==> src/rtl/spit_pkg.sv <==
// Shared types, widths and helper functions for the segment pair
// intersection test pipeline. No dependencies.
`timescale 1ns / 1ps
`default_nettype none

package spit_pkg;

  localparam int COORD_BITS = 16;
  localparam int DIFF_BITS  = COORD_BITS + 1;
  localparam int PROD_BITS  = 2 * DIFF_BITS;
  localparam int CROSS_BITS = PROD_BITS + 1;
  localparam int NUM_ORIENT = 4;

  typedef logic signed [COORD_BITS-1:0] coord_t;
  typedef logic signed [DIFF_BITS-1:0]  diff_t;
  typedef logic signed [PROD_BITS-1:0]  prod_t;
  typedef logic signed [CROSS_BITS-1:0] cross_t;

  // Three-valued sign: positive is neither flag, collinear is zero.
  typedef struct packed {
    logic neg;
    logic zero;
  } orient_t;

  // Stage 1: edge vectors, vectors to the test points, box hits.
  typedef struct packed {
    diff_t                  dx_a;
    diff_t                  dy_a;
    diff_t                  dx_b;
    diff_t                  dy_b;
    diff_t [NUM_ORIENT-1:0] rx;
    diff_t [NUM_ORIENT-1:0] ry;
    logic  [NUM_ORIENT-1:0] in_box;
  } s1_t;

  // Stage 2: the two products of each cross product.
  typedef struct packed {
    prod_t [NUM_ORIENT-1:0] lhs;
    prod_t [NUM_ORIENT-1:0] rhs;
    logic  [NUM_ORIENT-1:0] in_box;
  } s2_t;

  // Stage 3: orientation signs.
  typedef struct packed {
    orient_t [NUM_ORIENT-1:0] ori;
    logic    [NUM_ORIENT-1:0] in_box;
  } s3_t;

  function automatic diff_t coord_sub(input coord_t a, input coord_t b);
    coord_sub = diff_t'(a) - diff_t'(b);
  endfunction

  // x in [min(ax,bx), max(ax,bx)] without forming min and max.
  function automatic logic in_range(input coord_t x, input coord_t a, input coord_t b);
    in_range = ((x >= a) || (x >= b)) && ((x <= a) || (x <= b));
  endfunction

  function automatic logic in_box(input coord_t x, input coord_t y,
                                 input coord_t ax, input coord_t ay,
                                 input coord_t bx, input coord_t by);
    in_box = in_range(x, ax, bx) && in_range(y, ay, by);
  endfunction

endpackage

`default_nettype wire

==> src/rtl/spit_diff.sv <==
// Stage 1: coordinate differences and closed bounding box tests.
// Depends on spit_pkg.
`timescale 1ns / 1ps
`default_nettype none

module spit_diff import spit_pkg::*; (
  input  wire logic   clk,
  input  wire logic   rst_n,
  input  wire logic   in_valid,
  output logic        in_ready,
  input  wire coord_t asx,
  input  wire coord_t asy,
  input  wire coord_t aex,
  input  wire coord_t aey,
  input  wire coord_t bsx,
  input  wire coord_t bsy,
  input  wire coord_t bex,
  input  wire coord_t bey,
  output logic        s1_valid,
  input  wire logic   s1_ready,
  output s1_t         s1
);

  logic valid_r;
  s1_t  data_r;
  s1_t  data_nxt;

  always_comb begin
    data_nxt.dx_a = coord_sub(aex, asx);
    data_nxt.dy_a = coord_sub(aey, asy);
    data_nxt.dx_b = coord_sub(bex, bsx);
    data_nxt.dy_b = coord_sub(bey, bsy);
    // Test points against segment A (pivot Ae) and segment B (pivot Be).
    data_nxt.rx[0] = coord_sub(bsx, aex);
    data_nxt.ry[0] = coord_sub(bsy, aey);
    data_nxt.rx[1] = coord_sub(bex, aex);
    data_nxt.ry[1] = coord_sub(bey, aey);
    data_nxt.rx[2] = coord_sub(asx, bex);
    data_nxt.ry[2] = coord_sub(asy, bey);
    data_nxt.rx[3] = coord_sub(aex, bex);
    data_nxt.ry[3] = coord_sub(aey, bey);
    data_nxt.in_box[0] = in_box(bsx, bsy, asx, asy, aex, aey);
    data_nxt.in_box[1] = in_box(bex, bey, asx, asy, aex, aey);
    data_nxt.in_box[2] = in_box(asx, asy, bsx, bsy, bex, bey);
    data_nxt.in_box[3] = in_box(aex, aey, bsx, bsy, bex, bey);
  end

  assign in_ready = !valid_r || s1_ready;

  always_ff @(posedge clk) begin
    if (!rst_n) begin
      valid_r <= 1'b0;
    end else if (in_ready) begin
      valid_r <= in_valid;
    end
  end

  always_ff @(posedge clk) begin
    if (in_ready && in_valid) begin
      data_r <= data_nxt;
    end
  end

  assign s1_valid = valid_r;
  assign s1       = data_r;

endmodule

`default_nettype wire

==> config.mk <==
export PLATFORM = sky130hd
export DESIGN_NAME = spit_diff
export DESIGN_NICKNAME = d
export VERILOG_FILES = /design/src/rtl/spit_pkg.sv /design/src/rtl/spit_diff.sv
export SDC_FILE = /design/constraint.sdc
export NUM_CORES = 1
export LEC_CHECK = 0
export CAP_MARGIN = 20
export CELL_PAD_IN_SITES_DETAIL_PLACEMENT = 2
export CELL_PAD_IN_SITES_GLOBAL_PLACEMENT = 2
export CORE_UTILIZATION = 37
export DETAILED_ROUTE_END_ITERATION = 10
export DONT_BUFFER_PORTS = 1
export MAX_ROUTING_LAYER = met4
export PLACE_DENSITY = 0.81
export SETUP_SLACK_MARGIN = 0.5
export SYNTH_ARGS = -nofsm -noshare
export SYNTH_HDL_FRONTEND = slang
export SYNTH_SLANG_ARGS = --single-unit
==> constraint.sdc <==
create_clock -name clk -period 7 [get_ports clk]
set_input_delay 1.4 -clock clk [delete_from_list [all_inputs] [get_ports clk]]
set_output_delay 1.4 -clock clk [all_outputs]
set_load 0.05 [all_outputs]
==> results.py <==
metrics = {
    "logic_synthesis": {
        "synthArstFlopShare_pct": 0,
        "post-synth-top-area-fraction_pct": 38.0,
        "yosysUniqueCellTypes": 72,
        "cell_area_synth_mm2": 0.0163,
        "syn-mean-instance-area_um2": 10.1,
        "synth_cells": 1616,
        "postSynth.topFlopCell": "edfxtp_1",
        "post_synth_main_area_contributors": "edfxtp_1, ha_1, xnor2_1",
        "synth_top_area_cell": "edfxtp_1",
        "synth.yosys.seq_area_share_pct": 38.2,
        "postSynthRegisterBits": 207,
        "number_of_warnings_printed_during_yosys_synthesis": 0,
        "synth_nets": 1992,
        "synth_enable_flop_cells": 206,
    },
    "hold_path": {
        "holdPathEnd": "s1_valid",
        "min-delay-path-class": "in -> reg",
        "worst_hold_path.num_cells": 2,
        "hold_path_startpoint": "in_valid",
    },
    "worst_setup_path": {
        "worstSetupStartpointType": "primary input",
        "worst_r2r_endpoint": "s1[143]",
        "cp-end-kind": "register",
        "reg2regPathDepth": 3,
        "cp_data_arrival_time_ns": 4.04,
        "timing.critical_path.cells": "inv_1 > ha_1 > nor2b_1 > o31a_1 > nor3_2 > o31ai_2 > a221oi_2 > o21ai_1 > xor2_1 > a32oi_1",
        "critical-path-slowest-cell": "a221oi_2",
        "worst_ep_required_time_ns": 7.30,
        "reg_to_reg_slack_setup_ns": 4.07,
        "timing.setup.critical_path_class": "in -> reg",
        "critical_path.max_stage_delay_ns": 0.45,
        "cp_max_fo": 5,
        "worst_r2r_startpoint": "s1_valid",
    },
    "floorplanning": {
        "core.rowCount": 76,
        "chip_width_um": 212,
        "core-area_mm2": 0.0432,
        "die_area_mm2": 0.0448,
        "io_pins": 342,
        "die-height_um": 212,
        "start_util_pct": 37.7,
    },
    "placement": {
        "routabilityCongestion": 0.952,
        "dp_hpwl_mm": 49.0,
        "dpl.cell_count": 2176,
        "detailedPlace.worstSlack_ns": 2.65,
        "buffers_added_on_ports": 0,
    },
    "clock_network": {
        "clock_tree.buffer_depth": 3,
        "htreeDepth": 1,
        "clock_latency_late_sink_ns": 0.57,
        "clkSinkCount": 207,
        "postCtsSetupRepairBufs": 0,
        "clock_tree.root_cell": "clkbuf_16",
        "quantity_of_hold_fixing_buffers_added_after_cts": 0,
        "cts_tree": "yes",
        "cts-buffers-inserted": 26,
        "path_clk_slew_ns": 0.07,
        "postCtsResizedCells": 0,
    },
    "power": {
        "power.leakage_nw": 7.63,
        "power_frac_seq_pct": 49.1,
        "switching_power_mw": 1.82,
        "power.share.clock_pct": 27.8,
        "p_comb_share_pct": 23.1,
        "p_int_mw": 2.72,
        "power_per_cell_area_mw_per_mm2": 257,
        "worst_ir_drop_vdd_mv": 0.169,
        "switching_portion_of_total_power_pct": 40.2,
    },
    "timing": {
        "period_share_pct": 53.5,
        "timing.final.hold_violations": 0,
        "period_needed_ns": 3.74,
        "final-setup-viol-count": 0,
        "rsz0062_at_grt": "false",
        "slew-limit-headroom_pct": 31.6,
        "max_clock_freq_ghz": 0.267,
        "tightest_slew_ns": 1.03,
        "fin_tns_setup_ns": 0,
        "max_slew_violation_count": 0,
        "fin_skew_ns": 0.0156,
        "layout_setup_ws_ns": 3.26,
        "final.hold.worst_slack_ns": 0.979,
    },
    "global_route": {
        "global_route_wire_length_before_repair_mm": 88.5,
        "first_global_vias": 14400,
        "aggregate_global_route_resource_usage_pct": 27.1,
        "gr-total-overflow": 0,
        "grt_max_degree": 104,
        "antenna_found_initial": 0,
    },
    "cells_and_area": {
        "diodes": 0,
        "final_layout_size_suffix_gt1_share_pct": 3.60,
        "synth_to_layout_area_growth_pct": 8.61,
        "final_nets": 1995,
        "n_fill_cell": 4613,
        "fin_util_pct": 40.9,
        "instances_no_fill": 2222,
    },
    "route": {
        "drt_iter0_drc": 512,
        "post-route-drc-count": 0,
        "length_of_the_first_detailed_routing_pass_in_iterations": 5,
        "routed-via-count": 12700,
        "drt_wl_total_mm": 59.1,
        "route.antenna.remaining_nets": 0,
        "post_drt_via_cell_ratio": 5.70,
        "detail_route.wl_per_cell_um": 26.6,
    },
    "job": {
        "maxCapViolCount": 0,
    },
    "run_status": {
        "status": "complete, no violations",
    },
}
## kinds of logic (layout without fill, tap and decap cells)
kind of cell               after synthesis  in the layout  share of synthesized area (%)
buffers and inverters                  223            244                           5.29
adders and majority gates              244            244                           19.3
DFF                                    207            207                           38.2
muxes                                    4              4                          0.246
AOI/OAI and AO/OA                      432            432                           17.7
xor gates and xnor gates               153            153                           8.24
and+or+nand+nor                        353            353                           11.0
## synthesized netlist by cell type (17+ instances only)
cell and n:
ha_1 232, edfxtp_1 206, inv_1 196, a21oi_1 115, xnor2_1 114, nor2_1 96
o21ai_0 70, a21o_1 61, nand2_1 61, xor2_1 39, o21a_1 36, nor2b_1 32
nand3_1 30, nor3_1 27, nand2b_1 22, and3_1 21, a31oi_1 20, nand4_1 17
## metrics by stage
step                instance area (um^2)  total power, mW
finish                             17700             4.54
global route                       17700             4.73
CTS                                17700             4.59
detailed placement                 16900             3.30
global placement                   16900             3.25
floorplan                          16300             2.96
## worst max-delay path: cells and delay by family
kind	cells	cell delay, ns
buf+inv	1	0.20
simple gates	2	0.39
compound gates	5	1.29
fa+ha+maj	1	0.30
xor+xnor	1	0.45
## power by group through the flow
| stage | clock network [mW] | registers [mW] | logic [mW] |
|---|---|---|---|
| 3_5_place_dp | 0 | 2.26 | 1.05 |
| 5_1_grt | 1.33 | 2.25 | 1.15 |
| 3_3_place_gp | 0 | 2.25 | 1.00 |
| 2_1_floorplan | 0 | 2.20 | 0.757 |
| 6_report | 1.26 | 2.23 | 1.05 |
| 4_1_cts | 1.30 | 2.24 | 1.06 |
## area by class of cell
| class | instances | area, um^2 | area share (%) |
|---|---|---|---|
| clock buffer | 33 | 698 | 3.95 |
| clock inverter | 13 | 65.1 | 0.368 |
| inverter | 196 | 736 | 4.17 |
| multi-input combinational | 1186 | 9190 | 52.1 |
| sequential | 207 | 6210 | 35.1 |
| tap | 585 | 732 | 4.15 |
| timing repair buffer | 2 | 27.5 | 0.156 |
## flip-flops by register name, summed over array words and instances, names as in the netlist
signal and cells:
s1 206, s1_valid 1
## worst max-delay path by stage
| stage | from | to | cells after the start |
|---|---|---|---|
| floorplan | s1_ready | s1[0] | 2 |
| global placement | aey[1] | s1[3] | 10 |
| global route | aey[1] | s1[3] | 10 |
| CTS | aey[1] | s1[3] | 10 |
| detailed placement | aey[1] | s1[3] | 10 |
| finish | aey[1] | s1[3] | 10 |
## placed cells by master, fill, tap and decap left out, types with 30 or more instances in the layout
cell type	instances
a21o_1	61
a21oi_1	115
inv_1	196
xor2_1	39
xnor2_1	114
edfxtp_1	206
o21a_1	36
nor2b_1	32
nor2_1	96
nand3_1	30
ha_1	232
o21ai_0	70
nand2_1	61
## metal layers
layer,wire length (um),part of all wire [%],GRT usage [%],vias up
met1,22200,38,28.1,6397
met5,0,0,-,-
met2,31500,53,50.5,303
li1,-,-,-,5859
met3,3330,5.6,5.82,97
met4,2050,3.5,8.62,0
Power figures use the tool's default switching activity.
