<file path="src/rtl/spit_pkg.sv">
// Shared types, widths and helper functions for the segment pair
// intersection test pipeline. No dependencies.
`timescale 1ns / 1ps
`default_nettype none

package spit_pkg;

  localparam int COORD_BITS = 16;
  localparam int DIFF_BITS  = COORD_BITS + 1;
  localparam int PROD_BITS  = 2 * DIFF_BITS;
  localparam int CROSS_BITS = PROD_BITS + 1;
  localparam int NUM_ORIENT = 4;

  typedef logic signed [COORD_BITS-1:0] coord_t;
  typedef logic signed [DIFF_BITS-1:0]  diff_t;
  typedef logic signed [PROD_BITS-1:0]  prod_t;
  typedef logic signed [CROSS_BITS-1:0] cross_t;

  // Three-valued sign: positive is neither flag, collinear is zero.
  typedef struct packed {
    logic neg;
    logic zero;
  } orient_t;

  // Stage 1: edge vectors, vectors to the test points, box hits.
  typedef struct packed {
    diff_t                  dx_a;
    diff_t                  dy_a;
    diff_t                  dx_b;
    diff_t                  dy_b;
    diff_t [NUM_ORIENT-1:0] rx;
    diff_t [NUM_ORIENT-1:0] ry;
    logic  [NUM_ORIENT-1:0] in_box;
  } s1_t;

  // Stage 2: the two products of each cross product.
  typedef struct packed {
    prod_t [NUM_ORIENT-1:0] lhs;
    prod_t [NUM_ORIENT-1:0] rhs;
    logic  [NUM_ORIENT-1:0] in_box;
  } s2_t;

  // Stage 3: orientation signs.
  typedef struct packed {
    orient_t [NUM_ORIENT-1:0] ori;
    logic    [NUM_ORIENT-1:0] in_box;
  } s3_t;

  function automatic diff_t coord_sub(input coord_t a, input coord_t b);
    coord_sub = diff_t'(a) - diff_t'(b);
  endfunction

  // x in [min(ax,bx), max(ax,bx)] without forming min and max.
  function automatic logic in_range(input coord_t x, input coord_t a, input coord_t b);
    in_range = ((x >= a) || (x >= b)) && ((x <= a) || (x <= b));
  endfunction

  function automatic logic in_box(input coord_t x, input coord_t y,
                                 input coord_t ax, input coord_t ay,
                                 input coord_t bx, input coord_t by);
    in_box = in_range(x, ax, bx) && in_range(y, ay, by);
  endfunction

endpackage

`default_nettype wire

</file>
<file path="src/rtl/spit_orient.sv">
// Stage 3: subtract the product pairs and reduce each to a sign.
// Depends on spit_pkg.
`timescale 1ns / 1ps
`default_nettype none

module spit_orient import spit_pkg::*; (
  input  wire logic clk,
  input  wire logic rst_n,
  input  wire logic s2_valid,
  output logic      s2_ready,
  input  wire s2_t  s2,
  output logic      s3_valid,
  input  wire logic s3_ready,
  output s3_t       s3
);

  logic   valid_r;
  s3_t    data_r;
  s3_t    data_nxt;
  cross_t cross_val [NUM_ORIENT];

  always_comb begin
    for (int k = 0; k < NUM_ORIENT; k++) begin
      cross_val[k] = cross_t'($signed(s2.lhs[k])) - cross_t'($signed(s2.rhs[k]));
      data_nxt.ori[k].neg  = cross_val[k][CROSS_BITS-1];
      data_nxt.ori[k].zero = (cross_val[k] == '0);
    end
    data_nxt.in_box = s2.in_box;
  end

  assign s2_ready = !valid_r || s3_ready;

  always_ff @(posedge clk) begin
    if (!rst_n) begin
      valid_r <= 1'b0;
    end else if (s2_ready) begin
      valid_r <= s2_valid;
    end
  end

  always_ff @(posedge clk) begin
    if (s2_ready && s2_valid) begin
      data_r <= data_nxt;
    end
  end

  assign s3_valid = valid_r;
  assign s3       = data_r;

endmodule

`default_nettype wire

</file>
<file path="config.mk">
export PLATFORM = sky130hd
export DESIGN_NAME = spit_orient
export DESIGN_NICKNAME = d
export VERILOG_FILES = /design/src/rtl/spit_pkg.sv /design/src/rtl/spit_orient.sv
export SDC_FILE = /design/constraint.sdc
export NUM_CORES = 1
export LEC_CHECK = 0
export BUFFER_PORTS_ARGS = -buffer_cell sky130_fd_sc_hd__buf_2
export CORE_ASPECT_RATIO = 0.5
export CORE_MARGIN = 5
export CORE_UTILIZATION = 59
export CTS_CLUSTER_DIAMETER = 200
export DETAILED_ROUTE_END_ITERATION = 8
export GPL_TIMING_DRIVEN = 0
export PLACE_DENSITY = 0.94
export SYNTH_ARGS = -nofsm -noshare
export SYNTH_HDL_FRONTEND = slang
export SYNTH_SLANG_ARGS = --single-unit
</file>
<file path="constraint.sdc">
create_clock -name clk -period 5.55 [get_ports clk]
set_input_delay 0.8325 -clock clk [delete_from_list [all_inputs] [get_ports clk]]
set_output_delay 0.8325 -clock clk [all_outputs]
set_load 0.01 [all_outputs]
</file>
==> summary.md <==
• status: complete, no violations
• Core Region: 0.01549 mm^2
• TritonCTS clock tree: built
• Critical Path Fanout Max: 3
• Clock power frac: 10.1%
• type of origin of the critical path: primary input
• setup repair after global routing missed its margin: false
• switch share: 52.30%
• Vias: 12.05k
• per-instance average area after synthesis: 6.457 um^2
• Residual DRC: 0
• path type of the worst min-delay path: flip-flop to flip-flop
• Gate power share: 81.9%
• Post-CTS Resized: 0
• mean number of vias per cell: 6.143
• Slew Limit Fails: 0
• Initial DRC Count: 1197
• wire length of the first global-routing pass: 50330 um
• count of fill cells added during filler insertion: 1414
• Post-Synthesis Cells: 1456
• count of buffers inserted at the top-level ports: 293
• die boundary height: 99.26 um
• number of top-level pins: 294
• number of setup buffers added after CTS: 0
• Post-synth EDFFs: 12
• Final setup violation count: 0
• Total Nets Final: 2174
• total of warnings raised by yosys: 0
• final cell utilization of the core: 72.38%
• placed wire-length estimate: 26770 um
• clk root buf: sky130_fd_sc_hd__clkbuf_16
• number of global-route vias before repair: 11.10k
• number of flip-flops and latches in the synthesized netlist: 13
• worst-case headroom to the max-slew limit: 39.58%
• Max IR drop VDD: 0.1115 mV
• worst hold slack across all endpoints: 0.5314 ns
• global-route congestion overflow total: 0
• share of synthesized registers carrying an async set or reset: 0%
• minimum period implied by the final worst setup slack: 4.462 ns
• Initial Util: 60.68%
• Max clock buf depth: 2
• achievable clock frequency: 224.1 MHz
• cts bufs inserted: 3
• number of max-cap violations: 0
• H-Tree Level Count: 1
• top_reg_cell synth: sky130_fd_sc_hd__edfxtp_1
• number of placement rows: 32
• die area: 0.01871 mm^2
• arrival time worst endpoint: 4.50 ns
• synthesized area: 0.009402 mm^2
• final critical-path share of the clock period: 80.40%
• total routing usage reported by global routing: 30.86%
• final setup TNS: 0 ns
• number of failing hold endpoints at the final stage: 0
• Clock Latency Late Sink: 0.25 ns
• maximum number of pins on one net before global-route repair: 13
• wire length reported by the detailed router: 31400 um
• type of the worst setup path: primary input to flip-flop
• final setup skew: 0.003292 ns
• number of antenna violations at the first check in global routing: 5
• clock-pin slew of the registers on the worst-case setup and hold paths: 0.06 ns
• TritonCTS sink count: 13
• fraction of final layout cells with drive strength greater than 1: 18.25%
• number of search-and-repair iterations in the first detailed-routing pass: 5
• final weighted congestion in routability-driven placement: 1.003
• Layout Area Growth over Synthesis: 19.28%
• worst endpoint required time: 5.59 ns
• crit end category: flip-flop
• portion of the post-synthesis area used by sequential elements: 4.046%
• Power Density: 130.9 mW/mm^2
• syn_nets: 1876
• static power due to leakage: 5.591 nW
• Worst Tran Pin Value: 0.8835 ns
• Sequential Power Share: 8.0%
• synth unique cells: 86
• die outline width: 188.5 um
• wire length per cell: 16.01 um
• Internal Pwr Total: 0.7003 mW
• number of routed nets with antenna violations: 0
• number of hold buffers added after CTS: 0
• switching component of the power: 0.7679 mW
## routing by layer
layer	global-route usage [%]	routed length (um)
met2	54.87	14560
met1	39.14	12980
met3	4.558	2935
met4	9.065	929
met5	0	0
## flip-flops by register name, indices dropped and copies added (netlist names)
name,flops
s3_valid,1
s3,12
## metrics by stage
stage	power (mW)	setup WS (ns)	cells	instance area, um^2
2_1_floorplan	0.9583	1.651	1456	9402
3_3_place_gp	1.261	1.070	1953	11120
3_5_place_dp	1.283	0.9868	1953	11120
4_1_cts	1.437	1.210	1957	11200
5_1_grt	1.600	1.002	1962	11210
6_report	1.468	1.088	1962	11210
## worst paths after layout
path / cells after the start / slack [ns] / startpoint / endpoint
setup / recovery: 15 / 1.09 / s2[242] / s3[10]$_DFFE_PP_
hold / removal: 2 / 0.53 / s3_valid$_SDFFE_PN0N_ / s3_valid$_SDFFE_PN0N_
setup reg to reg: 2 / 4.13 / s3_valid$_SDFFE_PN0N_ / s3[4]$_DFFE_PP_
hold reg to reg: 2 / 0.53 / s3_valid$_SDFFE_PN0N_ / s3_valid$_SDFFE_PN0N_
## synthesized netlist by cell type, types with 23 or more instances
library cell | n | area, um^2
sky130_fd_sc_hd__nor2_1 | 118 | 442.9
sky130_fd_sc_hd__ha_1 | 136 | 1702
sky130_fd_sc_hd__xor2_1 | 26 | 227.7
sky130_fd_sc_hd__a21o_1 | 37 | 277.8
sky130_fd_sc_hd__nand3_1 | 34 | 170.2
sky130_fd_sc_hd__nand2b_1 | 26 | 162.7
sky130_fd_sc_hd__nand4_1 | 43 | 269.0
sky130_fd_sc_hd__nand2_1 | 146 | 548.0
sky130_fd_sc_hd__inv_1 | 178 | 668.1
sky130_fd_sc_hd__clkbuf_1 | 58 | 217.7
sky130_fd_sc_hd__o21a_1 | 23 | 172.7
sky130_fd_sc_hd__xnor2_1 | 31 | 271.5
sky130_fd_sc_hd__nor3_1 | 29 | 145.1
sky130_fd_sc_hd__o21ai_0 | 79 | 395.4
sky130_fd_sc_hd__a21oi_1 | 140 | 700.7
sky130_fd_sc_hd__a211oi_1 | 26 | 195.2
## cells in the final DEF, fill, tap and decap left out, types with 6 or more instances in the layout
cell / instances
sky130_fd_sc_hd__a2111oi_0: 14
sky130_fd_sc_hd__a211oi_1: 26
sky130_fd_sc_hd__a21boi_0: 6
sky130_fd_sc_hd__a21o_1: 37
sky130_fd_sc_hd__a21oi_1: 140
sky130_fd_sc_hd__a311oi_1: 6
sky130_fd_sc_hd__a31oi_1: 22
sky130_fd_sc_hd__and2_1: 6
sky130_fd_sc_hd__and3_1: 10
sky130_fd_sc_hd__buf_2: 294
sky130_fd_sc_hd__clkbuf_1: 59
sky130_fd_sc_hd__edfxtp_1: 12
sky130_fd_sc_hd__ha_1: 136
sky130_fd_sc_hd__inv_1: 178
sky130_fd_sc_hd__mux2i_1: 14
sky130_fd_sc_hd__nand2_1: 146
sky130_fd_sc_hd__nand2b_1: 26
sky130_fd_sc_hd__nand3_1: 34
sky130_fd_sc_hd__nand4_1: 43
sky130_fd_sc_hd__nor2_1: 118
sky130_fd_sc_hd__nor2b_1: 18
sky130_fd_sc_hd__nor3_1: 29
sky130_fd_sc_hd__nor3b_1: 7
sky130_fd_sc_hd__nor4_1: 21
sky130_fd_sc_hd__o2111ai_1: 9
sky130_fd_sc_hd__o211ai_1: 16
sky130_fd_sc_hd__o21a_1: 23
sky130_fd_sc_hd__o21ai_0: 79
sky130_fd_sc_hd__o21ai_1: 22
sky130_fd_sc_hd__o21bai_1: 10
sky130_fd_sc_hd__o22ai_1: 17
sky130_fd_sc_hd__o31a_1: 6
sky130_fd_sc_hd__o31ai_1: 8
sky130_fd_sc_hd__or3_1: 9
sky130_fd_sc_hd__xnor2_1: 31
sky130_fd_sc_hd__xor2_1: 26
## critical path, stage by stage
cell and delay, ns:
sky130_fd_sc_hd__buf_2 0.09, sky130_fd_sc_hd__inv_1 0.05, sky130_fd_sc_hd__ha_1 0.20, sky130_fd_sc_hd__inv_1 0.07, sky130_fd_sc_hd__fa_1 0.40, sky130_fd_sc_hd__a211oi_1 0.42, sky130_fd_sc_hd__o31ai_1 0.17, sky130_fd_sc_hd__a31o_1 0.26
sky130_fd_sc_hd__nand2_1 0.08, sky130_fd_sc_hd__o211ai_1 0.15, sky130_fd_sc_hd__xor2_1 0.18, sky130_fd_sc_hd__a2111oi_0 0.52, sky130_fd_sc_hd__nand4_1 0.19, sky130_fd_sc_hd__or4_1 0.58, sky130_fd_sc_hd__nor4_1 0.31
## area by class of cell
cell class | count | area [um^2] | share of cell area (%)
inverters | 178 | 668.1 | 5.958
clock buffers | 4 | 78.83 | 0.7029
diodes | 5 | 12.51 | 0.1116
plain buffers | 63 | 260.3 | 2.321
flip-flops and latches | 13 | 380.4 | 3.392
well taps | 204 | 255.2 | 2.276
multi-input cells | 1202 | 8093 | 72.16
repair buffers | 293 | 1466 | 13.08
## kinds of logic (layout without fill, tap and decap cells)
family,count (synthesis),after routing,share of synthesized area [%]
other,0,5,0
multiplexers,19,19,2.089
AND/OR/NAND/NOR,486,486,24.85
buffers and inverters,241,538,9.875
adder cells (fa/ha/maj),140,140,18.95
flip-flops,13,13,4.046
XOR/XNOR,57,57,5.310
AO/OA/AOI/OAI,500,500,34.88
## power groups by stage
stage	sequential [mW]	combinational, mW	clock, mW
detailed placement	0.119	1.16	0
global placement	0.119	1.14	0
floorplan	0.123	0.836	0
finish	0.118	1.20	0.149
global route	0.118	1.33	0.157
CTS	0.117	1.17	0.149
Power figures use the tool's default switching activity.
